--- config.mk ---
export PLATFORM = sky130hd
export DESIGN_NAME = arp_cache_direct_mapped_aging
export DESIGN_NICKNAME = d
export VERILOG_FILES = /design/src/hw/rtl/arpc_pkg.sv /design/src/hw/rtl/arpc_ram.sv /design/src/hw/rtl/arpc_slot_index.sv /design/src/hw/rtl/arp_cache_direct_mapped_aging.sv
export SDC_FILE = /design/constraint.sdc
export NUM_CORES = 2
export LEC_CHECK = 0
export ABC_AREA = 1
export CAP_MARGIN = 20
export CORE_MARGIN = 2
export CORE_UTILIZATION = 25
export CTS_CLUSTER_SIZE = 28
export DETAILED_ROUTE_END_ITERATION = 10
export DONT_BUFFER_PORTS = 1
export PLACE_DENSITY_LB_ADDON = 0.25
export SETUP_SLACK_MARGIN = 0.2
export SLEW_MARGIN = 20
export SYNTH_ARGS = -nofsm -noshare
export SYNTH_HDL_FRONTEND = slang
export SYNTH_SLANG_ARGS = --single-unit
--- constraint.sdc ---
create_clock -name clock -period 10 [get_ports clock]
set_clock_uncertainty 0.05 [all_clocks]
set_input_delay 1.5 -clock clock [delete_from_list [all_inputs] [get_ports clock]]
set_output_delay 1.5 -clock clock [all_outputs]
set_load 0.05 [all_outputs]
--- src/hw/rtl/arpc_pkg.sv ---
package arpc_pkg;

   // Field widths of the request and response payloads.
   localparam int IP_W    = 32;
   localparam int MAC_W   = 48;
   localparam int STAMP_W = 16;
   localparam int FUNC_W  = 2;

   // Default table size and the reset value of the age limit.
   localparam int                 SLOTS_DEFAULT = 32;
   localparam logic [STAMP_W-1:0] MAX_AGE_RESET = 16'd15;

   // Operation codes carried in the request's func field.
   localparam logic [FUNC_W-1:0] FUNC_LOOKUP = 2'd0;
   localparam logic [FUNC_W-1:0] FUNC_INSERT = 2'd1;
   localparam logic [FUNC_W-1:0] FUNC_TICK   = 2'd2;

   // Sequencer states.
   typedef enum logic [2:0] {
      ST_CLEAR,
      ST_IDLE,
      ST_ADDR,
      ST_SCAN,
      ST_SCAN_LAST,
      ST_EVAL
   } state_type;

endpackage

--- src/hw/rtl/arpc_ram.sv ---
module arpc_ram #(
   parameter int WIDTH = 8,
   parameter int DEPTH = 32
) (
   input  logic                     clock,
   input  logic                     wr_en,
   input  logic [$clog2(DEPTH)-1:0] wr_addr,
   input  logic [WIDTH-1:0]         wr_data,
   input  logic                     rd_en,
   input  logic [$clog2(DEPTH)-1:0] rd_addr,
   output logic [WIDTH-1:0]         rd_data
);

   logic [WIDTH-1:0] mem_ff [DEPTH];
   logic [WIDTH-1:0] rd_data_ff;

   // One write port and one registered read port.
   always_ff @(posedge clock) begin
      if (wr_en) begin
         mem_ff[wr_addr] <= wr_data;
      end
      if (rd_en) begin
         rd_data_ff <= mem_ff[rd_addr];
      end
   end

   assign rd_data = rd_data_ff;

endmodule

--- src/hw/rtl/arpc_slot_index.sv ---
module arpc_slot_index #(
   parameter int SLOTS = arpc_pkg::SLOTS_DEFAULT
) (
   input  logic                     clock,
   input  logic                     load,
   input  logic [arpc_pkg::IP_W-1:0] ip_in,
   input  logic [arpc_pkg::IP_W-1:0] ip_q,
   output logic [$clog2(SLOTS)-1:0]  slot_index
);

   import arpc_pkg::*;

   localparam int IDX_W = $clog2(SLOTS);

   generate
      if ((SLOTS & (SLOTS - 1)) == 0) begin : g_pow2
         // A power-of-two table takes the low address bits directly.
         assign slot_index = ip_q[IDX_W-1:0];
      end else begin : g_recip
         // Address mod SLOTS through a multiply by the rounded-up reciprocal.
         // The quotient is exact for every 32-bit address with this scaling.
         localparam int          SH      = IP_W + IDX_W;
         localparam int          Q_W     = 65 - SH;
         localparam logic [63:0] RECIP64 = ((64'd1 << SH) + 64'(SLOTS) - 64'd1)
                                           / 64'(SLOTS);
         localparam logic [32:0] RECIP   = RECIP64[32:0];

         logic [64:0]     prod_ff;
         logic [Q_W-1:0]  quot;
         logic [IP_W-1:0] back;
         logic [IP_W-1:0] rem;

         // The product is registered at accept, the remainder formed next cycle.
         always_ff @(posedge clock) begin
            if (load) begin
               prod_ff <= {33'd0, ip_in} * {32'd0, RECIP};
            end
         end

         always_comb begin
            quot = prod_ff[64:SH];
            back = IP_W'(IP_W'(quot) * IP_W'(SLOTS));
            rem  = ip_q - back;
         end

         assign slot_index = rem[IDX_W-1:0];
      end
   endgenerate

endmodule

--- src/hw/rtl/arp_cache_direct_mapped_aging.sv ---
// Lookup and insert: the request's slot is read from both tables and the response
// is registered; a new request can be taken while the last result is handed off.
// Tick: the stamp memory is swept one slot a cycle. Reset: a clearing pass writes
// every stamp entry as invalid, with requests stalled; configuration writes are
// taken throughout.
module arp_cache_direct_mapped_aging #(
   parameter int SLOTS = arpc_pkg::SLOTS_DEFAULT
) (
   input  logic                          clock,
   input  logic                          reset,
   input  logic                          csr_write_enable,
   input  logic [arpc_pkg::STAMP_W-1:0]  csr_write_data,
   input  logic                          req_valid,
   output logic                          req_stall,
   input  logic [arpc_pkg::FUNC_W-1:0]   req_func,
   input  logic [arpc_pkg::IP_W-1:0]     req_ip_address,
   input  logic [arpc_pkg::MAC_W-1:0]    req_mac_in,
   output logic                          rsp_valid,
   input  logic                          rsp_stall,
   output logic                          rsp_hit,
   output logic [arpc_pkg::MAC_W-1:0]    rsp_mac_out
);

   import arpc_pkg::*;

   localparam int IDX_W = $clog2(SLOTS);
   localparam int ENT_W = IP_W + MAC_W;
   localparam int STM_W = STAMP_W + 1;
   localparam logic [IDX_W-1:0] LAST_IDX = IDX_W'(SLOTS - 1);

   state_type state_ff, state_in;

   logic [FUNC_W-1:0]  func_ff;
   logic [IP_W-1:0]    ip_ff;
   logic [MAC_W-1:0]   mac_ff;
   logic [STAMP_W-1:0] seconds_ff;
   logic [STAMP_W-1:0] max_age_ff;
   logic [IDX_W-1:0]   scan_ff, scan_in;
   logic [IDX_W-1:0]   wr_idx_ff;
   logic               pend_ff;
   logic [IDX_W-1:0]   slot_ff;
   logic               rsp_valid_ff, rsp_valid_in;
   logic               rsp_hit_ff, rsp_hit_in;
   logic [MAC_W-1:0]   rsp_mac_ff, rsp_mac_in;

   logic               req_accept;
   logic               out_free;
   logic               scan_last;
   logic [IDX_W-1:0]   slot_index;

   logic               ent_wr_en, ent_rd_en;
   logic [ENT_W-1:0]   ent_wr_data, ent_rd_data;
   logic               stm_wr_en, stm_rd_en;
   logic [IDX_W-1:0]   stm_wr_addr, stm_rd_addr;
   logic [STM_W-1:0]   stm_wr_data, stm_rd_data;
   logic               rsp_load;

   logic [STAMP_W-1:0] age;
   logic               keep_valid;
   logic               lookup_hit;

   // Handshake: requests are taken when idle or while a result is handed off.
   assign out_free   = !rsp_valid_ff || !rsp_stall;
   assign req_stall  = !((state_ff == ST_IDLE) || ((state_ff == ST_EVAL) && out_free));
   assign req_accept = req_valid && !req_stall;
   assign scan_last  = (scan_ff == LAST_IDX);

   // Slot index of the accepted address.
   arpc_slot_index #(
      .SLOTS(SLOTS)
   ) u_slot_index (
      .clock     (clock),
      .load      (req_accept),
      .ip_in     (req_ip_address),
      .ip_q      (ip_ff),
      .slot_index(slot_index)
   );

   // Address and MAC of each slot.
   arpc_ram #(
      .WIDTH(ENT_W),
      .DEPTH(SLOTS)
   ) u_entry_ram (
      .clock  (clock),
      .wr_en  (ent_wr_en),
      .wr_addr(slot_ff),
      .wr_data(ent_wr_data),
      .rd_en  (ent_rd_en),
      .rd_addr(slot_index),
      .rd_data(ent_rd_data)
   );

   // Valid mark and stamp of each slot.
   arpc_ram #(
      .WIDTH(STM_W),
      .DEPTH(SLOTS)
   ) u_stamp_ram (
      .clock  (clock),
      .wr_en  (stm_wr_en),
      .wr_addr(stm_wr_addr),
      .wr_data(stm_wr_data),
      .rd_en  (stm_rd_en),
      .rd_addr(stm_rd_addr),
      .rd_data(stm_rd_data)
   );

   // Aging compare on the stamp that the sweep has just read.
   always_comb begin
      age        = seconds_ff - stm_rd_data[STAMP_W-1:0];
      keep_valid = stm_rd_data[STAMP_W] && (age <= max_age_ff);
      lookup_hit = (func_ff == FUNC_LOOKUP) && stm_rd_data[STAMP_W]
                   && (ent_rd_data[ENT_W-1:MAC_W] == ip_ff);
   end

   // Next state.
   always_comb begin
      state_in = state_ff;
      unique case (state_ff)
         ST_CLEAR: begin
            if (scan_last) begin
               state_in = ST_IDLE;
            end
         end
         ST_IDLE: begin
            if (req_accept) begin
               state_in = ST_ADDR;
            end
         end
         ST_ADDR: begin
            state_in = (func_ff == FUNC_TICK) ? ST_SCAN : ST_EVAL;
         end
         ST_SCAN: begin
            if (scan_last) begin
               state_in = ST_SCAN_LAST;
            end
         end
         ST_SCAN_LAST: begin
            state_in = ST_EVAL;
         end
         ST_EVAL: begin
            if (out_free) begin
               state_in = req_accept ? ST_ADDR : ST_IDLE;
            end
         end
         default: begin
            state_in = ST_IDLE;
         end
      endcase
   end

   // Memory controls and response load for each state.
   always_comb begin
      ent_rd_en   = 1'b0;
      ent_wr_en   = 1'b0;
      ent_wr_data = {ip_ff, mac_ff};
      stm_rd_en   = 1'b0;
      stm_rd_addr = slot_index;
      stm_wr_en   = 1'b0;
      stm_wr_addr = wr_idx_ff;
      stm_wr_data = {keep_valid, stm_rd_data[STAMP_W-1:0]};
      rsp_load    = 1'b0;
      unique case (state_ff)
         ST_CLEAR: begin
            stm_wr_en   = 1'b1;
            stm_wr_addr = scan_ff;
            stm_wr_data = '0;
         end
         ST_IDLE: begin
         end
         ST_ADDR: begin
            ent_rd_en = 1'b1;
            stm_rd_en = 1'b1;
         end
         ST_SCAN: begin
            stm_rd_en   = 1'b1;
            stm_rd_addr = scan_ff;
            stm_wr_en   = pend_ff;
         end
         ST_SCAN_LAST: begin
            stm_wr_en = 1'b1;
         end
         ST_EVAL: begin
            rsp_load = out_free;
            if (out_free && (func_ff == FUNC_INSERT)) begin
               ent_wr_en   = 1'b1;
               stm_wr_en   = 1'b1;
               stm_wr_addr = slot_ff;
               stm_wr_data = {1'b1, seconds_ff};
            end
         end
         default: begin
         end
      endcase
   end

   // Sweep counter shared by the clearing pass and the tick scan.
   always_comb begin
      scan_in = scan_ff;
      if ((state_ff == ST_CLEAR) || (state_ff == ST_SCAN)) begin
         scan_in = scan_last ? '0 : scan_ff + 1'b1;
      end
   end

   // Response register.
   always_comb begin
      rsp_valid_in = rsp_stall ? rsp_valid_ff : 1'b0;
      rsp_hit_in   = rsp_hit_ff;
      rsp_mac_in   = rsp_mac_ff;
      if (rsp_load) begin
         rsp_valid_in = 1'b1;
         rsp_hit_in   = lookup_hit;
         rsp_mac_in   = lookup_hit ? ent_rd_data[MAC_W-1:0] : '0;
      end
   end

   // Control state.
   always_ff @(posedge clock) begin
      if (reset) begin
         state_ff     <= ST_CLEAR;
         scan_ff      <= '0;
         pend_ff      <= 1'b0;
         seconds_ff   <= '0;
         max_age_ff   <= MAX_AGE_RESET;
         rsp_valid_ff <= 1'b0;
      end else begin
         state_ff     <= state_in;
         scan_ff      <= scan_in;
         pend_ff      <= (state_ff == ST_SCAN);
         rsp_valid_ff <= rsp_valid_in;
         if (csr_write_enable) begin
            max_age_ff <= csr_write_data;
         end
         if ((state_ff == ST_ADDR) && (func_ff == FUNC_TICK)) begin
            seconds_ff <= seconds_ff + 1'b1;
         end
      end
   end

   // Payload registers.
   always_ff @(posedge clock) begin
      if (req_accept) begin
         func_ff <= req_func;
         ip_ff   <= req_ip_address;
         mac_ff  <= req_mac_in;
      end
      if (state_ff == ST_ADDR) begin
         slot_ff <= slot_index;
      end
      wr_idx_ff  <= scan_ff;
      rsp_hit_ff <= rsp_hit_in;
      rsp_mac_ff <= rsp_mac_in;
   end

   assign rsp_valid   = rsp_valid_ff;
   assign rsp_hit     = rsp_hit_ff;
   assign rsp_mac_out = rsp_mac_ff;

endmodule
# Word level (Yosys, flattened, before mapping)
# Memories as Yosys holds them, arrays and structs flattened. A register that Yosys moved wholly into a read port is not among the register bits.
# Cells that the tools add are included.
dict set report totals {
  regBits 183
  latchBits 0
  ramBits 3104
  romBits 0
  in_bits 103
  output_inout_bits 51
  elab_cells 76
  n_memories 2
}
dict set report op_classes {
  add_sub_neg 3
  mul 0
  div 0
  order_cmp 1
  n_eq_ne 14
  shift 0
  muxes 25
  n_bitwise 0
  reduce_logical 18
}
# memory depth word_bits read_ports rd_ports_with_merged_regs wr line
set mem_list {}
lappend mem_list {u_entry_ram.mem_ff 32 80 1 1 1 arpc_ram.sv:14} ;# logic [WIDTH-1:0] mem_ff [DEPTH];
lappend mem_list {u_stamp_ram.mem_ff 32 17 1 1 1 arpc_ram.sv:14}
# cell count
set ops {}
lappend ops {{one-hot mux 17 bit (2 select lines)} 1}
lappend ops {{== test 32 bit} 1}
lappend ops {{one-hot mux 3 bit (6 select lines)} 1}
lappend ops {{two-way mux 17 bit} 1}
lappend ops {{adder 16 x 1 -> 16 bit, second input constant} 1}
lappend ops {{less-or-equal comparator 16 bit} 1}
lappend ops {{subtractor 16 bit} 1}
lappend ops {{two-way mux 3 bit} 5}
lappend ops {{two-way mux 5 bit} 3}
lappend ops {{two-way mux 1 bit} 11}
lappend ops {{one-hot mux 5 bit (2 select lines)} 1}
lappend ops {{!= test 2 bit, second input constant} 4}
lappend ops {{logical AND 1 bit} 7}
lappend ops {{== test 3 x 2 -> 1 bit, second input constant} 2}
lappend ops {{== test 3 bit, second input constant} 2}
lappend ops {{adder 5 x 1 -> 5 bit, second input constant} 1}
lappend ops {{== test 5 bit, second input constant} 1}
lappend ops {{AND reduction 4 bit} 1}
lappend ops {{OR reduction 2 bit} 2}
lappend ops {{== test 3 x 1 -> 1 bit, second input constant} 1}
lappend ops {{logical NOT 1 bit} 3}
lappend ops {{logical NOT 3 bit} 1}
lappend ops {{logical OR 1 bit} 3}
lappend ops {{one-hot mux 1 bit (3 select lines)} 1}
lappend ops {{5 further kinds} 5}

# Longest topological paths before layout
dict set report depth {
  depth_word 8
  depth_mapped 21
  ltp_nobuf 21
}

# Cells and area by module
# From an unflattened synthesis, not the netlist that was laid out.
dict set report unflattened {
  hier_cells 11205
  hier_area_um2 135510.0
}
# module instances cells_each area_each_um2
set modules_own_cells {}
lappend modules_own_cells {{arpc_ram at u_entry_ram} 1 8450 104322.6}
lappend modules_own_cells {{arpc_ram at u_stamp_ram} 1 1902 22549.1}
lappend modules_own_cells {arp_cache_direct_mapped_aging 1 848 8600.7}
lappend modules_own_cells {arpc_slot_index 1 5 37.5}

# Worst setup path after synthesis
# No wires, ideal clock.
dict set report synth_path {
  path_kind {input to register}
  from {input rsp_stall}
  to {register func_ff[0] (enable)}
  setup_time_ns 0.522
  arrival_ns 8.394
  slack_ns 1.034
  stages 5
  path_buffers 0
  path_cell_list {nand2_1 -> inv_1 -> nor2_1 -> nor2_1 -> nor2_1}
}
dict set report synth_between {
  elab_chain_len 5
}
# item line
set synth_rtl {}
lappend synth_rtl {{from (decl)} arp_cache_direct_mapped_aging.sv:19} ;# input logic rsp_stall,
lappend synth_rtl {{logical NOT 1 bit} arp_cache_direct_mapped_aging.sv:63} ;# assign out_free = !rsp_valid_ff || !rsp_stall;
lappend synth_rtl {{logical OR 1 bit} arp_cache_direct_mapped_aging.sv:63}
lappend synth_rtl {{logical AND 1 bit} arp_cache_direct_mapped_aging.sv:64} ;# assign req_stall = !((state_ff == ST_IDLE) || ((state_ff == ST_EVAL) && out_free));
lappend synth_rtl {{logical OR 1 bit} arp_cache_direct_mapped_aging.sv:64}
lappend synth_rtl {{logical AND 1 bit} arp_cache_direct_mapped_aging.sv:65} ;# assign req_accept = req_valid && !req_stall;
lappend synth_rtl {{named net req_accept} arp_cache_direct_mapped_aging.sv:46} ;# logic req_accept;
lappend synth_rtl {{to (signal assigned)} arp_cache_direct_mapped_aging.sv:242} ;# func_ff <= req_func;
lappend synth_rtl {{to (decl)} arp_cache_direct_mapped_aging.sv:33} ;# logic [FUNC_W-1:0] func_ff;
# The timed path passes the listed nets, and every way through them passes these cells.
# A chain may end at the register's enable or synchronous reset.

# Worst setup path in the final report
dict set report layout_path {
  from {register rsp_valid_ff (netlist: rsp_valid)}
  to {memory u_entry_ram.mem_ff[6][8] (netlist bit) (enable)}
}
dict set report layout_between {
  elab_chain_len 7
}
# item line
set layout_rtl {}
lappend layout_rtl {{from (decl)} arp_cache_direct_mapped_aging.sv:42} ;# logic rsp_valid_ff, rsp_valid_in;
lappend layout_rtl {{from (signal assigned)} arp_cache_direct_mapped_aging.sv:229} ;# rsp_valid_ff <= rsp_valid_in;
lappend layout_rtl {{logical NOT 1 bit} arp_cache_direct_mapped_aging.sv:63}
lappend layout_rtl {{logical OR 1 bit} arp_cache_direct_mapped_aging.sv:63}
lappend layout_rtl {{logical AND 1 bit} arp_cache_direct_mapped_aging.sv:184} ;# if (out_free && (func_ff == FUNC_INSERT)) begin
lappend layout_rtl {{two-way mux 1 bit} arp_cache_direct_mapped_aging.sv:184}
lappend layout_rtl {{two-way mux 1 bit} arp_cache_direct_mapped_aging.sv:162} ;# unique case (state_ff)
lappend layout_rtl {{two-way mux 1 bit} arpc_ram.sv:19} ;# if (wr_en) begin
lappend layout_rtl {{two-way mux 1 bit (not written as such)} arpc_ram.sv:20} ;# mem_ff[wr_addr] <= wr_data;
lappend layout_rtl {{to (decl)} arpc_ram.sv:14}
# No other way between the ends.

==> reports/summary.txt <==
Mean Syn Cell Area: 12.7 um^2
Worst Path Arrival: 5140 ps
post-route minimum period: 4680 ps
pwr dens: 196 mW/mm^2
Setup CP Type: reg -> reg
P&R area growth vs syn: 15.4%
number of global-route vias before repair: 81600
core area: 0.533 mm^2
H-tree levels: 5
yosys synthesis warning count: 0
antenna violations before repair: 49
clk_lat worst skew: 1010 ps
Max rail drop VDD: 0.000137 V
leakage: 50.5 nW
Worst Path Required: 10460 ps
root buffer cell: clkbuf_16
Vias: 83900
Initial Util: 0.251
Distinct cells, synth: 46
TritonCTS clock tree: yes
Die Area: 0.541 mm^2
drt wl/cell: 23.8 um
PostCTS Resize Cnt: 0
WL final: 424000 um
Post-Syn Instances: 10500
Critical Path Start Type: flop
vias per cell: 4.72
Die W: 735 um
Crit. End Element: flop
Yosys top cell area share: 0.749
num ports: 154
CTS Buf Count: 369
clock sink total: 3384
Rows: 268
final RePlAce weighted congestion: 0.755
total chip power: 0.0303 W
IO Port Bufs: 0
Hold Buf Count CTS: 0
Initial DRC Count: 7808
residual DRC count: 0
GR Overflow Total: 0
top_reg_cell synth: edfxtp_1
crit-path max FO: 44
Reg clk slew, reported paths: 60 ps
Least-Margin Pin Slew: 1160 ps
Post-CTS Setup Bufs: 0
Seq/Total Area, Yosys: 0.756
period utilization: 0.468
Fmax achieved: 0.214 GHz
Die Y: 735 um
first-pass GRT wire length: 605000 um
status: complete, no violations
DP HPWL: 218000 um
Final ANT Viol Nets: 0
largest net degree at the start of global routing: 174
final hold vios: 0
WHS: 333 ps
worst rel slew slack: 0.229
Max Slew Vio Count: 0
ys async rst share: 0
Synth Register Bits: 3384
top cells by area, synth: edfxtp_1 75%, o21ai_0 5.4%, nor2_1 4.0%, nand2_1 3.8%, nand3_1 3.0%
Max Buffers Root-to-Sink: 4
Synth Cell Area: 0.134 mm^2
Final #Nets: 10600
Placed Area: 0.143 mm^2
layout cells sized above 1: 0.0795
Final setup viols: 0
Max Cap Violations: 0
number of synthesized flops with an enable pin: 3337
DRT Pass-1 Iters: 5
RSZ-0062 raised after global routing: no
post-route design area: 0.154 mm^2
TNS Setup: 0 ps
syn_nets: 10600
GRT Total Usage: 0.151
post-synth top area cell: edfxtp_1
worst min path class: reg -> reg
[cell type report]
| cell class | instances | area (um^2) |
|---|---|---|
| clock inverter | 202 | 1690 |
| sequential | 3384 | 101000 |
| inverter | 407 | 1560 |
| tap | 7020 | 8780 |
| multi-input combinational | 6028 | 28700 |
| timing repair buffer | 280 | 2680 |
| clock buffer | 462 | 9740 |
| fill | 53900 | 378000 |
| antenna | 7 | 17.5 |
[cell usage after synthesis (34+ instances only)]
library cell / instances
nand3_1: 809
dfxtp_1: 47
o22ai_1: 537
nor2_1: 1414
edfxtp_1: 3337
o21ai_0: 1447
buf_1: 67
o221ai_1: 94
clkbuf_1: 485
a21oi_1: 162
nor3_1: 61
inv_1: 397
buf_2: 122
ha_1: 34
nand2_1: 1366
[cells by family after synthesis]
kind of cell	after synthesis	share of synthesized area
compound gates	2268	0.0932
simple gates	3691	0.113
flops	3384	0.756
buf+inv	1091	0.0320
fa+ha+maj	35	0.00333
xor+xnor	34	0.00223
[flip-flops by register name, indices dropped and copies added, names as in the netlist, 2 cells and up]
register and cells:
ip_ff 32, rsp_mac_out 48, func_ff 2, state_ff 3, slot_ff 5, max_age_ff 16, u_stamp_ram.rd_data 17, seconds_ff 16
u_entry_ram.rd_data 80, scan_ff 5, wr_idx_ff 5, u_stamp_ram.mem_ff 544, mac_ff 48, u_entry_ram.mem_ff 2560
[where the power goes]
| group | switching, W | internal, W | total, W | leakage, nW |
|---|---|---|---|---|
| logic | 0.000963 | 0.000278 | 0.00124 | 14.9 |
| registers | 0.0000886 | 0.0158 | 0.0159 | 30.0 |
| clock network | 0.00572 | 0.00746 | 0.0132 | 5.58 |
| total | 0.00677 | 0.0235 | 0.0303 | 50.5 |
[routing by layer]
metal / vias to the layer above / track usage / part of all wire
met2: 2294 / 0.255 / 0.48
met4: 16 / 0.0334 / 0.022
met3: 553 / 0.0211 / 0.051
met1: 42900 / 0.205 / 0.45
li1: 38200 / - / -
met5: - / 0 / 0.00023
[placed cells by master (no fill, tap or decap), types with 6 or more instances in the layout]
master,n
a21oi_1,161
buf_12,25
buf_16,6
buf_4,227
buf_8,17
bufinv_16,22
clkbuf_1,84
clkbuf_16,375
clkinv_1,91
clkinv_2,57
clkinvlp_4,7
dfxtp_1,47
diode_2,7
edfxtp_1,3337
ha_1,34
inv_1,396
inv_6,12
nand2_1,1364
nand3_1,807
nand3b_1,19
nand4_1,8
nor2_1,1376
nor2_4,36
nor3_1,61
o21ai_0,1443
o21bai_2,6
o221ai_1,93
o22ai_1,532
xnor2_1,11
xor2_1,23
[critical path, cell delays in order, from the launching register on]
cell and delay [ps]:
dfxtp_1 480, nand2_1 340, nand2_1 180, nor2_4 380
nand3_1 830, nor2_4 270, buf_4 640, buf_4 860
[worst paths after layout]
check                           slack (ps)                        to  startpoint  cells after the start
worst max-delay path                  5320  u_entry_ram.mem_ff[6][8]   rsp_valid                      7
worst min-delay path                   330              wr_idx_ff[4]  scan_ff[4]                      0
worst max register to register        5320  u_entry_ram.mem_ff[6][8]   rsp_valid                      7
worst min register to register         330              wr_idx_ff[4]  scan_ff[4]                      0
[metrics by stage]
step	setup WS (ps)	utilization	std cells
after floorplan	1030	-	10500
after global placement	4380	0.267	17100
after detailed placement	4410	0.268	17100
after CTS	5160	0.289	17800
after global routing	5100	0.290	17800
final	5320	0.290	17800
(Power assumes the default switching activity.)
